<file path="config.mk">
export PLATFORM = sky130hd
export DESIGN_NAME = group_closure_handshake_flat
export DESIGN_NICKNAME = d
export VERILOG_FILES = /design/src/rtl/gcs_pkg.sv /design/src/rtl/gcs_in_if.sv /design/src/rtl/gcs_out_if.sv /design/src/rtl/gcs_ctrl.sv /design/src/rtl/gcs_burst.sv /design/src/rtl/group_closure_handshake.sv /design/src/flat_wrapper.sv
export SDC_FILE = /design/constraint.sdc
export NUM_CORES = 1
export LEC_CHECK = 0
export BUFFER_PORTS_ARGS = -buffer_cell sky130_fd_sc_hd__buf_2
export CORE_UTILIZATION = 33
export DETAILED_ROUTE_END_ITERATION = 12
export MAX_ROUTING_LAYER = met4
export PLACE_DENSITY = 0.47
export SLEW_MARGIN = 20
export SYNTH_ARGS = -nofsm -noshare
export SYNTH_HDL_FRONTEND = slang
export SYNTH_SLANG_ARGS = --single-unit
export TNS_END_PERCENT = 20
</file>
<file path="constraint.sdc">
create_clock -name clk -period 3.1 [get_ports clk]
set_input_delay 0.155 -clock clk [delete_from_list [all_inputs] [get_ports clk]]
set_output_delay 0.155 -clock clk [all_outputs]
set_load 0.03 [all_outputs]
</file>
<file path="src/rtl/gcs_pkg.sv">
// ----------------------------------------------------------------------------
// gcs_pkg
// shared widths, message kinds, register indexes and structs of the
// group closure handshake node
// ----------------------------------------------------------------------------
package gcs_pkg;

	localparam int MAX_NODES_DEF = 64;
	localparam int RESULT_LIMIT  = 64;

	localparam int SENDS_W = 10;
	localparam int KIND_W  = 3;
	localparam int RANK_W  = 6;
	localparam int SIZE_W  = 7;
	localparam int CFG_IDX_W  = 2;
	localparam int CFG_DATA_W = 7;

	// message kinds
	localparam logic [KIND_W-1:0] K_CLOSURE  = 3'd0;
	localparam logic [KIND_W-1:0] K_APPROVE  = 3'd1;
	localparam logic [KIND_W-1:0] K_REJECT   = 3'd2;
	localparam logic [KIND_W-1:0] K_TRY      = 3'd3;
	localparam logic [KIND_W-1:0] K_FORCE    = 3'd4;
	localparam logic [KIND_W-1:0] K_WITHDRAW = 3'd5;

	// register indexes
	localparam logic [CFG_IDX_W-1:0] CFG_GROUP_SIZE  = 2'd0;
	localparam logic [CFG_IDX_W-1:0] CFG_MASTER_EN   = 2'd1;
	localparam logic [CFG_IDX_W-1:0] CFG_MASTER_RANK = 2'd2;
	localparam logic [CFG_IDX_W-1:0] CFG_OWN_RANK    = 2'd3;

	typedef struct packed {
		logic [SIZE_W-1:0] group_size;
		logic              master_en;
		logic [RANK_W-1:0] master_rank;
		logic [RANK_W-1:0] own_rank;
	} cfg_t;

	// one run of results caused by an accepted item
	typedef struct packed {
		logic [SIZE_W-1:0] count;
		logic              bcast;
		logic              send_valid;
		logic              closed;
		logic [KIND_W-1:0] kind;
		logic [RANK_W-1:0] dest;
		logic [RANK_W-1:0] sender;
	} job_t;

endpackage

</file>
<file path="src/rtl/gcs_in_if.sv">
// ----------------------------------------------------------------------------
// gcs_in_if
// input channel: poll items and received locking messages
// ----------------------------------------------------------------------------
interface gcs_in_if;
	logic                        valid;
	logic                        ready;
	logic                        mode;
	logic [gcs_pkg::SENDS_W-1:0] active_sends;
	logic [gcs_pkg::KIND_W-1:0]  msg_kind;

	modport source (output valid, output mode, output active_sends, output msg_kind,
		input ready);
	modport sink (input valid, input mode, input active_sends, input msg_kind,
		output ready);
endinterface

</file>
<file path="src/rtl/gcs_out_if.sv">
// ----------------------------------------------------------------------------
// gcs_out_if
// result channel: messages to send and closed reports
// ----------------------------------------------------------------------------
interface gcs_out_if;
	logic                       valid;
	logic                       ready;
	logic                       send_valid;
	logic [gcs_pkg::RANK_W-1:0] dest;
	logic [gcs_pkg::RANK_W-1:0] sender;
	logic [gcs_pkg::KIND_W-1:0] out_kind;
	logic                       closed;
	logic                       last;

	modport source (output valid, output send_valid, output dest, output sender,
		output out_kind, output closed, output last, input ready);
	modport sink (input valid, input send_valid, input dest, input sender,
		input out_kind, input closed, input last, output ready);
endinterface

</file>
<file path="src/rtl/gcs_ctrl.sv">
// ----------------------------------------------------------------------------
// gcs_ctrl
// node state and master counters; turns one accepted item into a run of
// results and updates the state at the transfer
// ----------------------------------------------------------------------------
module gcs_ctrl #(
	parameter int MAX_NODES = gcs_pkg::MAX_NODES_DEF
) (
	input  logic                        clk,
	input  logic                        arst_n,
	input  gcs_pkg::cfg_t               cfg,
	input  logic                        accept,
	input  logic                        mode,
	input  logic [gcs_pkg::SENDS_W-1:0] active_sends,
	input  logic [gcs_pkg::KIND_W-1:0]  msg_kind,
	output gcs_pkg::job_t               job
);

	typedef enum logic [1:0] {ST_OPEN, ST_LOOSE, ST_CLOSURE, ST_CLOSED} node_state_t;

	localparam logic [gcs_pkg::SIZE_W-1:0] BCAST_MAX = gcs_pkg::SIZE_W'(
		(MAX_NODES < gcs_pkg::RESULT_LIMIT) ? MAX_NODES : gcs_pkg::RESULT_LIMIT);

	node_state_t                  state_q, state_d;
	logic [gcs_pkg::SIZE_W-1:0]   close_q, close_d;
	logic [gcs_pkg::SIZE_W-1:0]   approve_q, approve_d;
	logic [gcs_pkg::SIZE_W-1:0]   close_dn, approve_dn, bcast_n;

	assign close_dn   = (close_q != '0) ? close_q - 1'b1 : '0;
	assign approve_dn = (approve_q != '0) ? approve_q - 1'b1 : '0;
	assign bcast_n    = (cfg.group_size < BCAST_MAX) ? cfg.group_size : BCAST_MAX;

	always_comb begin
		state_d   = state_q;
		close_d   = close_q;
		approve_d = approve_q;
		job       = '0;
		if (!mode) begin
			unique case (state_q)
				ST_OPEN: begin
					if (active_sends == '0) begin
						job.count      = gcs_pkg::SIZE_W'(1);
						job.send_valid = 1'b1;
						job.kind       = gcs_pkg::K_CLOSURE;
						state_d        = ST_LOOSE;
					end
				end
				ST_CLOSURE: begin
					job.count      = gcs_pkg::SIZE_W'(1);
					job.send_valid = 1'b1;
					if (active_sends == '0) begin
						job.kind = gcs_pkg::K_APPROVE;
						state_d  = ST_LOOSE;
					end else begin
						job.kind = gcs_pkg::K_REJECT;
						state_d  = ST_OPEN;
					end
				end
				ST_CLOSED: begin
					job.count  = gcs_pkg::SIZE_W'(1);
					job.closed = 1'b1;
					state_d    = ST_OPEN;
				end
				ST_LOOSE: begin
				end
				default: begin
				end
			endcase
			if (job.send_valid) begin
				job.dest   = cfg.master_rank;
				job.sender = cfg.own_rank;
			end
		end else begin
			if (cfg.master_en) begin
				unique case (msg_kind)
					gcs_pkg::K_CLOSURE: begin
						close_d = close_dn;
						if (close_dn == '0) begin
							job.bcast = 1'b1;
							job.kind  = gcs_pkg::K_TRY;
							approve_d = cfg.group_size;
						end
					end
					gcs_pkg::K_APPROVE: begin
						approve_d = approve_dn;
						if (approve_dn == '0) begin
							job.bcast = 1'b1;
							job.kind  = gcs_pkg::K_FORCE;
							close_d   = cfg.group_size;
						end
					end
					gcs_pkg::K_REJECT: begin
						job.bcast = 1'b1;
						job.kind  = gcs_pkg::K_WITHDRAW;
						close_d   = cfg.group_size;
					end
					default: begin
					end
				endcase
				if (job.bcast) begin
					job.count      = bcast_n;
					job.send_valid = 1'b1;
					job.sender     = cfg.own_rank;
				end
			end
			unique case (msg_kind)
				gcs_pkg::K_TRY:      state_d = ST_CLOSURE;
				gcs_pkg::K_FORCE:    state_d = ST_CLOSED;
				gcs_pkg::K_WITHDRAW: state_d = ST_OPEN;
				default: begin
				end
			endcase
		end
	end

	always_ff @(posedge clk or negedge arst_n) begin
		if (!arst_n) begin
			state_q   <= ST_OPEN;
			close_q   <= gcs_pkg::SIZE_W'(1);
			approve_q <= gcs_pkg::SIZE_W'(1);
		end else if (accept) begin
			state_q   <= state_d;
			close_q   <= close_d;
			approve_q <= approve_d;
		end
	end

	// a broadcast always reloads one of the counters
	assert property (@(posedge clk) disable iff (!arst_n)
		accept && job.bcast |=> close_q == $past(cfg.group_size)
			|| approve_q == $past(cfg.group_size))
		else $error("broadcast without counter reload");

	// a single reply always goes to the master
	assert property (@(posedge clk) disable iff (!arst_n)
		!mode && job.send_valid |-> job.dest == cfg.master_rank && !job.bcast)
		else $error("reply not addressed to master");

	// only a poll reports closed
	assert property (@(posedge clk) disable iff (!arst_n)
		job.closed |-> !mode && !job.send_valid && state_d == ST_OPEN)
		else $error("closed report out of place");

endmodule

</file>
<file path="src/rtl/gcs_burst.sv">
// ----------------------------------------------------------------------------
// gcs_burst
// result register; plays out a run of results one per transfer, counting
// the destination rank up through a broadcast
// ----------------------------------------------------------------------------
module gcs_burst (
	input  logic          clk,
	input  logic          arst_n,
	input  logic          load,
	input  gcs_pkg::job_t job,
	output logic          can_load,
	gcs_out_if.source     out_ch
);

	logic                        busy_q;
	logic                        bcast_s1;
	logic                        send_valid_s1;
	logic                        closed_s1;
	logic                        last_s1;
	logic [gcs_pkg::KIND_W-1:0]  kind_s1;
	logic [gcs_pkg::RANK_W-1:0]  dest_s1;
	logic [gcs_pkg::RANK_W-1:0]  sender_s1;
	logic [gcs_pkg::SIZE_W-1:0]  count_s1;
	logic                        take;

	assign take     = out_ch.valid && out_ch.ready;
	assign can_load = !busy_q || (out_ch.ready && last_s1);

	always_ff @(posedge clk or negedge arst_n) begin
		if (!arst_n) begin
			busy_q <= 1'b0;
		end else if (load) begin
			busy_q <= 1'b1;
		end else if (take && last_s1) begin
			busy_q <= 1'b0;
		end
	end

	always_ff @(posedge clk) begin
		if (load) begin
			bcast_s1      <= job.bcast;
			send_valid_s1 <= job.send_valid;
			closed_s1     <= job.closed;
			kind_s1       <= job.kind;
			sender_s1     <= job.sender;
			count_s1      <= job.count;
			dest_s1       <= job.bcast ? '0 : job.dest;
			last_s1       <= (job.count == gcs_pkg::SIZE_W'(1));
		end else if (take && !last_s1) begin
			dest_s1 <= dest_s1 + 1'b1;
			last_s1 <= ({1'b0, dest_s1} + gcs_pkg::SIZE_W'(2)) == count_s1;
		end
	end

	assign out_ch.valid      = busy_q;
	assign out_ch.send_valid = send_valid_s1;
	assign out_ch.dest       = dest_s1;
	assign out_ch.sender     = sender_s1;
	assign out_ch.out_kind   = kind_s1;
	assign out_ch.closed     = closed_s1;
	assign out_ch.last       = last_s1;

	// a run does not end before its last result
	assert property (@(posedge clk) disable iff (!arst_n)
		take && !last_s1 |=> out_ch.valid)
		else $error("run ended early");

	// broadcast ranks count up by one
	assert property (@(posedge clk) disable iff (!arst_n)
		take && !last_s1 |=> bcast_s1 && dest_s1 == $past(dest_s1) + 1'b1)
		else $error("broadcast rank skipped");

	// a closed report is a lone result with no message
	assert property (@(posedge clk) disable iff (!arst_n)
		out_ch.valid && out_ch.closed |-> out_ch.last && !out_ch.send_valid
			&& out_ch.dest == '0 && out_ch.sender == '0)
		else $error("bad closed report");

endmodule

</file>
<file path="src/rtl/group_closure_handshake.sv">
// ----------------------------------------------------------------------------
// group_closure_handshake
// one node of a two-phase closure handshake across a group
// ----------------------------------------------------------------------------
// An item's state update is done at its input transfer. A poll gives at most
// one result; a master reject or a master message that ends a count gives a
// broadcast of min(group_size, MAX_NODES, 64) results, one per output
// transfer, counted out by the result register. The input is ready whenever
// the result register is empty or its last result is being taken, so items
// stream at one per cycle while the output takes each result; a broadcast
// holds the input until its last result is taken. Items that give no result
// still wait for that slot. Configuration writes do not reload the counters.
// ----------------------------------------------------------------------------
module group_closure_handshake #(
	parameter int MAX_NODES = gcs_pkg::MAX_NODES_DEF
) (
	input  logic                           clk,
	input  logic                           arst_n,
	input  logic                           cfg_we,
	input  logic [gcs_pkg::CFG_IDX_W-1:0]  cfg_index,
	input  logic [gcs_pkg::CFG_DATA_W-1:0] cfg_data,
	gcs_in_if.sink                         in_ch,
	gcs_out_if.source                      out_ch
);

	gcs_pkg::cfg_t cfg_q;
	gcs_pkg::job_t job;
	logic          can_load;
	logic          accept;

	always_ff @(posedge clk or negedge arst_n) begin
		if (!arst_n) begin
			cfg_q.group_size  <= gcs_pkg::SIZE_W'(1);
			cfg_q.master_en   <= 1'b0;
			cfg_q.master_rank <= '0;
			cfg_q.own_rank    <= '0;
		end else if (cfg_we) begin
			unique case (cfg_index)
				gcs_pkg::CFG_GROUP_SIZE:  cfg_q.group_size  <= cfg_data;
				gcs_pkg::CFG_MASTER_EN:   cfg_q.master_en   <= cfg_data[0];
				gcs_pkg::CFG_MASTER_RANK: cfg_q.master_rank <= cfg_data[gcs_pkg::RANK_W-1:0];
				gcs_pkg::CFG_OWN_RANK:    cfg_q.own_rank    <= cfg_data[gcs_pkg::RANK_W-1:0];
				default: begin
				end
			endcase
		end
	end

	assign in_ch.ready = can_load;
	assign accept      = in_ch.valid && can_load;

	gcs_ctrl #(
		.MAX_NODES(MAX_NODES)
	) u_ctrl (
		.clk          (clk),
		.arst_n       (arst_n),
		.cfg          (cfg_q),
		.accept       (accept),
		.mode         (in_ch.mode),
		.active_sends (in_ch.active_sends),
		.msg_kind     (in_ch.msg_kind),
		.job          (job)
	);

	gcs_burst u_burst (
		.clk      (clk),
		.arst_n   (arst_n),
		.load     (accept && (job.count != '0)),
		.job      (job),
		.can_load (can_load),
		.out_ch   (out_ch)
	);

endmodule

</file>
<file path="src/flat_wrapper.sv">
// flat-port wrapper written by rule: the top's interface ports become plain ports
module group_closure_handshake_flat 
#(
	parameter int MAX_NODES = gcs_pkg::MAX_NODES_DEF
)
  (clk, arst_n, cfg_we, cfg_index, cfg_data, in_ch_valid, in_ch_mode, in_ch_active_sends, in_ch_msg_kind, in_ch_ready, out_ch_valid, out_ch_send_valid, out_ch_dest, out_ch_sender, out_ch_out_kind, out_ch_closed, out_ch_last, out_ch_ready);
  gcs_in_if in_ch_i ();
  gcs_out_if out_ch_i ();
  input  logic clk;
  input  logic arst_n;
  input  logic cfg_we;
  input  logic [gcs_pkg::CFG_IDX_W-1:0] cfg_index;
  input  logic [gcs_pkg::CFG_DATA_W-1:0] cfg_data;
  input wire logic [$bits(in_ch_i.valid)-1:0] in_ch_valid;
  input wire logic [$bits(in_ch_i.mode)-1:0] in_ch_mode;
  input wire logic [$bits(in_ch_i.active_sends)-1:0] in_ch_active_sends;
  input wire logic [$bits(in_ch_i.msg_kind)-1:0] in_ch_msg_kind;
  output wire logic [$bits(in_ch_i.ready)-1:0] in_ch_ready;
  output wire logic [$bits(out_ch_i.valid)-1:0] out_ch_valid;
  output wire logic [$bits(out_ch_i.send_valid)-1:0] out_ch_send_valid;
  output wire logic [$bits(out_ch_i.dest)-1:0] out_ch_dest;
  output wire logic [$bits(out_ch_i.sender)-1:0] out_ch_sender;
  output wire logic [$bits(out_ch_i.out_kind)-1:0] out_ch_out_kind;
  output wire logic [$bits(out_ch_i.closed)-1:0] out_ch_closed;
  output wire logic [$bits(out_ch_i.last)-1:0] out_ch_last;
  input wire logic [$bits(out_ch_i.ready)-1:0] out_ch_ready;
  assign in_ch_i.valid = in_ch_valid;
  assign in_ch_i.mode = in_ch_mode;
  assign in_ch_i.active_sends = in_ch_active_sends;
  assign in_ch_i.msg_kind = in_ch_msg_kind;
  assign in_ch_ready = in_ch_i.ready;
  assign out_ch_valid = out_ch_i.valid;
  assign out_ch_send_valid = out_ch_i.send_valid;
  assign out_ch_dest = out_ch_i.dest;
  assign out_ch_sender = out_ch_i.sender;
  assign out_ch_out_kind = out_ch_i.out_kind;
  assign out_ch_closed = out_ch_i.closed;
  assign out_ch_last = out_ch_i.last;
  assign out_ch_i.ready = out_ch_ready;
  group_closure_handshake #(.MAX_NODES(MAX_NODES)) u_core (.clk(clk), .arst_n(arst_n), .cfg_we(cfg_we), .cfg_index(cfg_index), .cfg_data(cfg_data), .in_ch(in_ch_i), .out_ch(out_ch_i));
endmodule
</file>
==> impl_metrics.toml, run 1 <==
[logic_synthesis]
synth_edf_count = 25
syn_area_um2 = 3360
synth_cells = 317
synth.avg_cell_area_um2 = 10.6
synth-main-ff-cell = "dfrtp_1"
syn_nets = 353
ys_async_sr_fraction_pct = 59.7
ys_seq_elements = 62
yosysUniqueCellTypes = 56
synth_warnings = 0
seq_area_frac_synth_pct = 50.0

[grt]
grt_use_met2_pct = 26.2
grt_util_met3_pct = 3.39
grt_overflow_total = 0
top_usage_layer = "met2"
antenna_found_initial = 0
grt.total_usage_pct = 17.1
grt_max_degree = 38
grtUsageMet1_pct = 21.8
grt_pass1_wl_mm = 13.0
grt_pass1_vias = 2471

[routing]
via_per_inst = 5.08
drt_pass1_iterations = 4
detail-route-antenna-nets = 0
drt_iter0_drc = 86
drc = 0
num_vias = 2586
wl_mm = 8.01
post_drt_wl_per_cell_um = 15.7

[worst_setup_path]
crit_path_max_fanout = 9
critical_path_class = "register to register"
critPathCaptureType = "register"
cp-start-kind = "register"
critPathRequiredTime_ps = 3160
crit_arrival_ps = 2710

[clocking]
cts_resized = 0
cts.root.buffer_cell = "clkbuf_8"
cts_buffers = 9
cts_tree = "done"
cts_setup_buffers = 0
clk_latency_ps = 340
cts_buffer_depth = 2
hold_buffers = 1
cts.sinks = 62
path_clk_slew_ps = 70
htree_levels = 3

[placed_design]
portBuffers = 47
place_ws_ps = 457
place_hpwl_mm = 6.13
gp_congestion = 0.817

[timing]
fmax_ghz = 0.377
fin_skew_ps = 8.80
relSlewSlack_pct = 40.3
postLayoutSetupSlackWorst_ps = 451
setup_viol = 0
hold_viol = 0
tns_ps = 0
rsz0062_at_grt = "false"
worst_pin_slew_ps = 896
slew_viol_final = 0
period_share_pct = 85.5
period_needed_ps = 2650

[final_layout]
drive_above_1_share_pct = 27.7
nFillCells = 1030
syn_to_final_growth_pct = 19.5
n_antenna_cell = 0
final_nets = 407

[floorplanning]
core-area_um2 = 9820
dieArea_um2 = 10600
rows = 36
ios = 48
die_w_um = 103
die_y_um = 103
start_util_pct = 34.2

[worst_hold_path]
hold_class = "input port to register"

[power]
vdd_drop_max_mv = 0.299
p_leak_uw = 0.00166
power_density_nw_per_um2 = 818

[run]
drv_cap = 0

[status]
status = "complete, no violations"
## cell usage in the layout (no fill, tap or decap), types with 7 or more instances in the layout
cell type  count
edfxtp_1      25
inv_1         12
dfrtp_1       34
mux2_2        21
clkbuf_8       9
nand2_1       23
o21ai_0       19
and2_1         8
nor2_1        20
ha_1           8
nand3_1        7
a21oi_1       15
nor3_1        13
buf_2         47
## cell type report
cell class	count	area [um2]	share of cell area, %
Clock buffer	9	124	3.08
Clock inverter	7	121	3.02
Inverter	12	45.0	1.12
Multi-Input combinational cell	233	1600	39.8
Sequential cell	62	1680	41.8
Tap cell	133	166	4.14
Timing Repair Buffer	53	283	7.04
## critical path, cell delays in order (launching register included)
cell,delay (ps)
dfstp_2,560
inv_1,50
ha_1,320
a21oi_1,90
nor4_1,280
nand3_1,220
o21bai_1,200
o21ai_2,90
inv_1,320
buf_4,240
## per-layer routing
metal / vias up / part of all wire, %
li1: 1282 / -
met1: 1257 / 48
met2: 30 / 47
met3: 17 / 2.7
met4: 0 / 2.3
met5: - / 0
## flip-flops by register name, indices dropped and copies added, names as in the netlist, 2 cells and up
signal and flops:
u_core.cfg_q 20, u_core.u_burst.out_ch.dest 6, u_core.u_burst.out_ch.out_kind 3, u_core.u_ctrl.close_q 7, u_core.u_ctrl.state_q 2, u_core.u_burst.out_ch.sender 6, u_core.u_ctrl.approve_q 7, u_core.u_burst.count_s1 7
## cell usage after synthesis (4+ instances only)
| library cell | count | share of area (%) |
|---|---|---|
| and2_1 | 8 | 1.5 |
| nand2_1 | 23 | 2.6 |
| edfxtp_1 | 25 | 22 |
| o21ai_0 | 19 | 2.8 |
| ha_1 | 8 | 3.0 |
| nand3_1 | 7 | 1.0 |
| inv_1 | 12 | 1.3 |
| or3_1 | 5 | 0.93 |
| nor3b_1 | 4 | 0.89 |
| nor2_1 | 20 | 2.2 |
| xnor2_1 | 5 | 1.3 |
| nor3_1 | 13 | 1.9 |
| a211oi_1 | 4 | 0.89 |
| mux2i_1 | 6 | 1.8 |
| o31ai_1 | 5 | 1.1 |
| a21oi_1 | 15 | 2.2 |
| xor2_1 | 6 | 1.6 |
| and3_1 | 5 | 0.93 |
| nor2b_1 | 6 | 1.1 |
| clkbuf_1 | 8 | 0.89 |
| dfrtp_1 | 34 | 25 |
| o21ai_1 | 4 | 0.60 |
| mux2_2 | 21 | 7.0 |
## per-stage QoR
step           cell area (um2)  instances  hold slack [ps]  util, %  total power, uW
2_1_floorplan             3360        317             -141        -             2100
3_3_place_gp              3760        492              328     38.3             2430
6_report                  4020        509             55.0     40.9             3280
4_1_cts                   4020        509             34.7     40.9             3320
5_1_grt                   4020        509             67.5     40.9             3520
3_5_place_dp              3760        492              335     38.3             2430
## final timing paths
path | start | end | slack [ps] | depth (start not counted)
max | u_core.u_ctrl.close_q[0]$_DFFE_PN1P_ | u_core.u_burst.out_ch.sender[5]$_DFFE_PP_ | 450 | 9
min | cfg_data[6] | u_core.cfg_q[19]$_DFFE_PN0P_ | 50 | 3
max reg2reg | u_core.u_ctrl.close_q[0]$_DFFE_PN1P_ | u_core.u_burst.out_ch.sender[5]$_DFFE_PP_ | 450 | 9
min reg2reg | u_core.cfg_q[3]$_DFFE_PN0P_ | u_core.cfg_q[3]$_DFFE_PN0P_ | 500 | 1
max in group asynchronous | arst_n | u_core.cfg_q[19]$_DFFE_PN0P_ | 2060 | 2
min in group asynchronous | arst_n | u_core.u_ctrl.state_q[0]$_DFFE_PN0P_ | 470 | 2
## cell families (layout without fill, tap and decap cells)
family / Yosys count / after routing / share of synthesized area [%]
compound gates: 72 / 72 / 14.0
xor+xnor: 11 / 11 / 2.87
fa+ha+maj: 8 / 8 / 2.98
buf+inv: 22 / 81 / 2.53
flops: 62 / 62 / 50.0
mux: 27 / 27 / 8.82
simple gates: 115 / 115 / 18.8
## where the power goes
part           leakage [uW]  internal (uW)  switching [uW]  total (uW)
Combinational      0.000847            456             606        1060
Clock              0.000124            538             334         872
Sequential         0.000685           1110             243        1350
No activity file was read; power rests on OpenSTA's default activity.
==> inputs of run 2 (changes only) <==
clock period = 3.3 ns   (was 3.1 ns; I/O delays follow)
==> impl_metrics.toml, run 2 (synthesized netlist as in run 1, its figures left out) <==
[status]
status = "complete, no violations"

[placed_design]
place_hpwl_mm = 5.98
placedCellCount = 489
gp_congestion = 0.811
place_ws_ps = 420
portBuffers = 47

[final_layout]
drive_above_1_share_pct = 27.1
n_antenna_cell = 0
syn_to_final_growth_pct = 17.6
largest_reg_flops = 20
final_nets = 404
nFillCells = 1016
regMostFlops = "u_core.cfg_q"
final_cell_mix = "buf_2 (47), dfrtp_1 (34), edfxtp_1 (25)"
final_common_cell = "buf_2"
stdcell_count = 506

[floorplanning]
dieArea_um2 = 10600
ios = 48
die_w_um = 103
core-area_um2 = 9820
start_util_pct = 34.2
rows = 36
die_y_um = 103

[power]
p_leak_uw = 0.00161
switching_share_pct = 37.9
power.share.combinational_pct = 33.4
internal_power_uw = 1820
pwr-share-seq_pct = 43.1
power_switching_uw = 1110
p_clk_share_pct = 23.5
vdd_drop_max_mv = 0.291
power_density_nw_per_um2 = 741

[timing]
worst_pin_slew_ps = 916
tns_ps = 0
fmax_ghz = 0.354
period_share_pct = 85.7
slew_viol_final = 0
hold_viol = 0
setup_viol = 0
fin_hold_ws_ps = 80.4
period_needed_ps = 2830
rsz0062_at_grt = "false"
relSlewSlack_pct = 38.3
postLayoutSetupSlackWorst_ps = 472
fin_skew_ps = 9.81

[grt]
grt_overflow_total = 0
grt.total_usage_pct = 16.7
grt_max_degree = 38
antenna_found_initial = 0
grt_pass1_wl_mm = 12.8
grt_pass1_vias = 2448

[worst_setup_path]
cp-start-kind = "register"
slowest_stage = "dfstp_2"
path_cells = "inv_1 -> ha_1 -> or3b_4 -> nor4_4 -> a211oi_1 -> nor2_1 -> o21ai_2 -> o21ai_0"
crit_path_max_fanout = 7
max_stage_delay_ps = 570
critical_path_class = "register to register"
critPathRequiredTime_ps = 3270
crit_arrival_ps = 2800
critPathCaptureType = "register"

[clocking]
path_clk_slew_ps = 70
cts_tree = "done"
htree_levels = 3
clk_latency_ps = 340
cts_buffers = 9
cts.root.buffer_cell = "clkbuf_8"
cts.sinks = 62
cts_resized = 0
cts_buffer_depth = 2

[worst_hold_path]
hold_class = "input port to register"

[routing]
drt_iter0_drc = 85
drt_pass1_iterations = 5
detail-route-antenna-nets = 0
wl_mm = 7.91
num_vias = 2563
via_per_inst = 5.07
post_drt_wl_per_cell_um = 15.6
drc = 0

[run]
drv_cap = 0
==> run 2: repair_timing <==
| action | in CTS | in global routing |
|---|---|---|
| endpoints found under the hold margin | 34 | 0 |
| hold buffers | 1 | 0 |
| setup buffers | 0 | 0 |
==> run 2: worst paths after layout <==
| check | start | endpoint | slack (ps) | cells after the start |
|---|---|---|---|---|
| worst max-delay path | u_core.u_ctrl.approve_q[0]$_DFFE_PN1P_ | u_core.u_burst.out_ch.dest[5]$_DFFE_PP_ | 470 | 8 |
| worst max register to register | u_core.u_ctrl.approve_q[0]$_DFFE_PN1P_ | u_core.u_burst.out_ch.dest[5]$_DFFE_PP_ | 470 | 8 |
| worst min-delay path | cfg_data[6] | u_core.cfg_q[19]$_DFFE_PN0P_ | 80 | 3 |
| max in group asynchronous | arst_n | u_core.cfg_q[9]$_DFFE_PN0P_ | 2270 | 2 |
| worst min register to register | u_core.cfg_q[4]$_DFFE_PN0P_ | u_core.cfg_q[4]$_DFFE_PN0P_ | 500 | 1 |
| min in group asynchronous | arst_n | u_core.u_ctrl.state_q[0]$_DFFE_PN0P_ | 480 | 2 |
==> run 2: area by class of cell <==
type | count | area (um2) | area share [%]
multi-input combinational | 233 | 1600 | 40.4
tap | 133 | 166 | 4.21
clock buffer | 9 | 124 | 3.13
sequential | 62 | 1680 | 42.5
clock inverter | 7 | 80.1 | 2.03
timing repair buffer | 50 | 260 | 6.58
inverter | 12 | 45.0 | 1.14
==> run 2: power by group through the flow <==
stage	clock [uW]	combinational (uW)	sequential (uW)
after floorplan	0	692	1290
after global placement	0	991	1280
after detailed placement	0	985	1280
after CTS	706	991	1270
after global routing	741	1110	1300
final	687	979	1260
==> run 2: worst max-delay path, delay by kind of cell (launching register included) <==
kind	cells	cell delay, ps
AO/OA/AOI/OAI	3	1110
flip-flops	1	570
AND/OR/NAND/NOR	3	480
adder cells (fa/ha/maj)	1	240
buffers and inverters	1	60
==> run 2: through the flow <==
stage	area (um2)	util, %	power (uW)
after global placement	3740	38.1	2270
after CTS	3950	40.3	2960
after floorplan	3360	-	1980
final	3950	40.3	2930
after detailed placement	3740	38.1	2270
after global routing	3950	40.3	3150
==> run 2: routing by layer <==
layer  up-vias  share of wire (%)  global-route usage (%)  wire, um
met1      1227                 48                    22.0      3820
met4         0                1.3                    5.85       106
met2        39                 47                    26.3      3750
met5         -                  0                       -         0
met3        11                2.9                    2.71       227
li1       1286                  -                       -         -
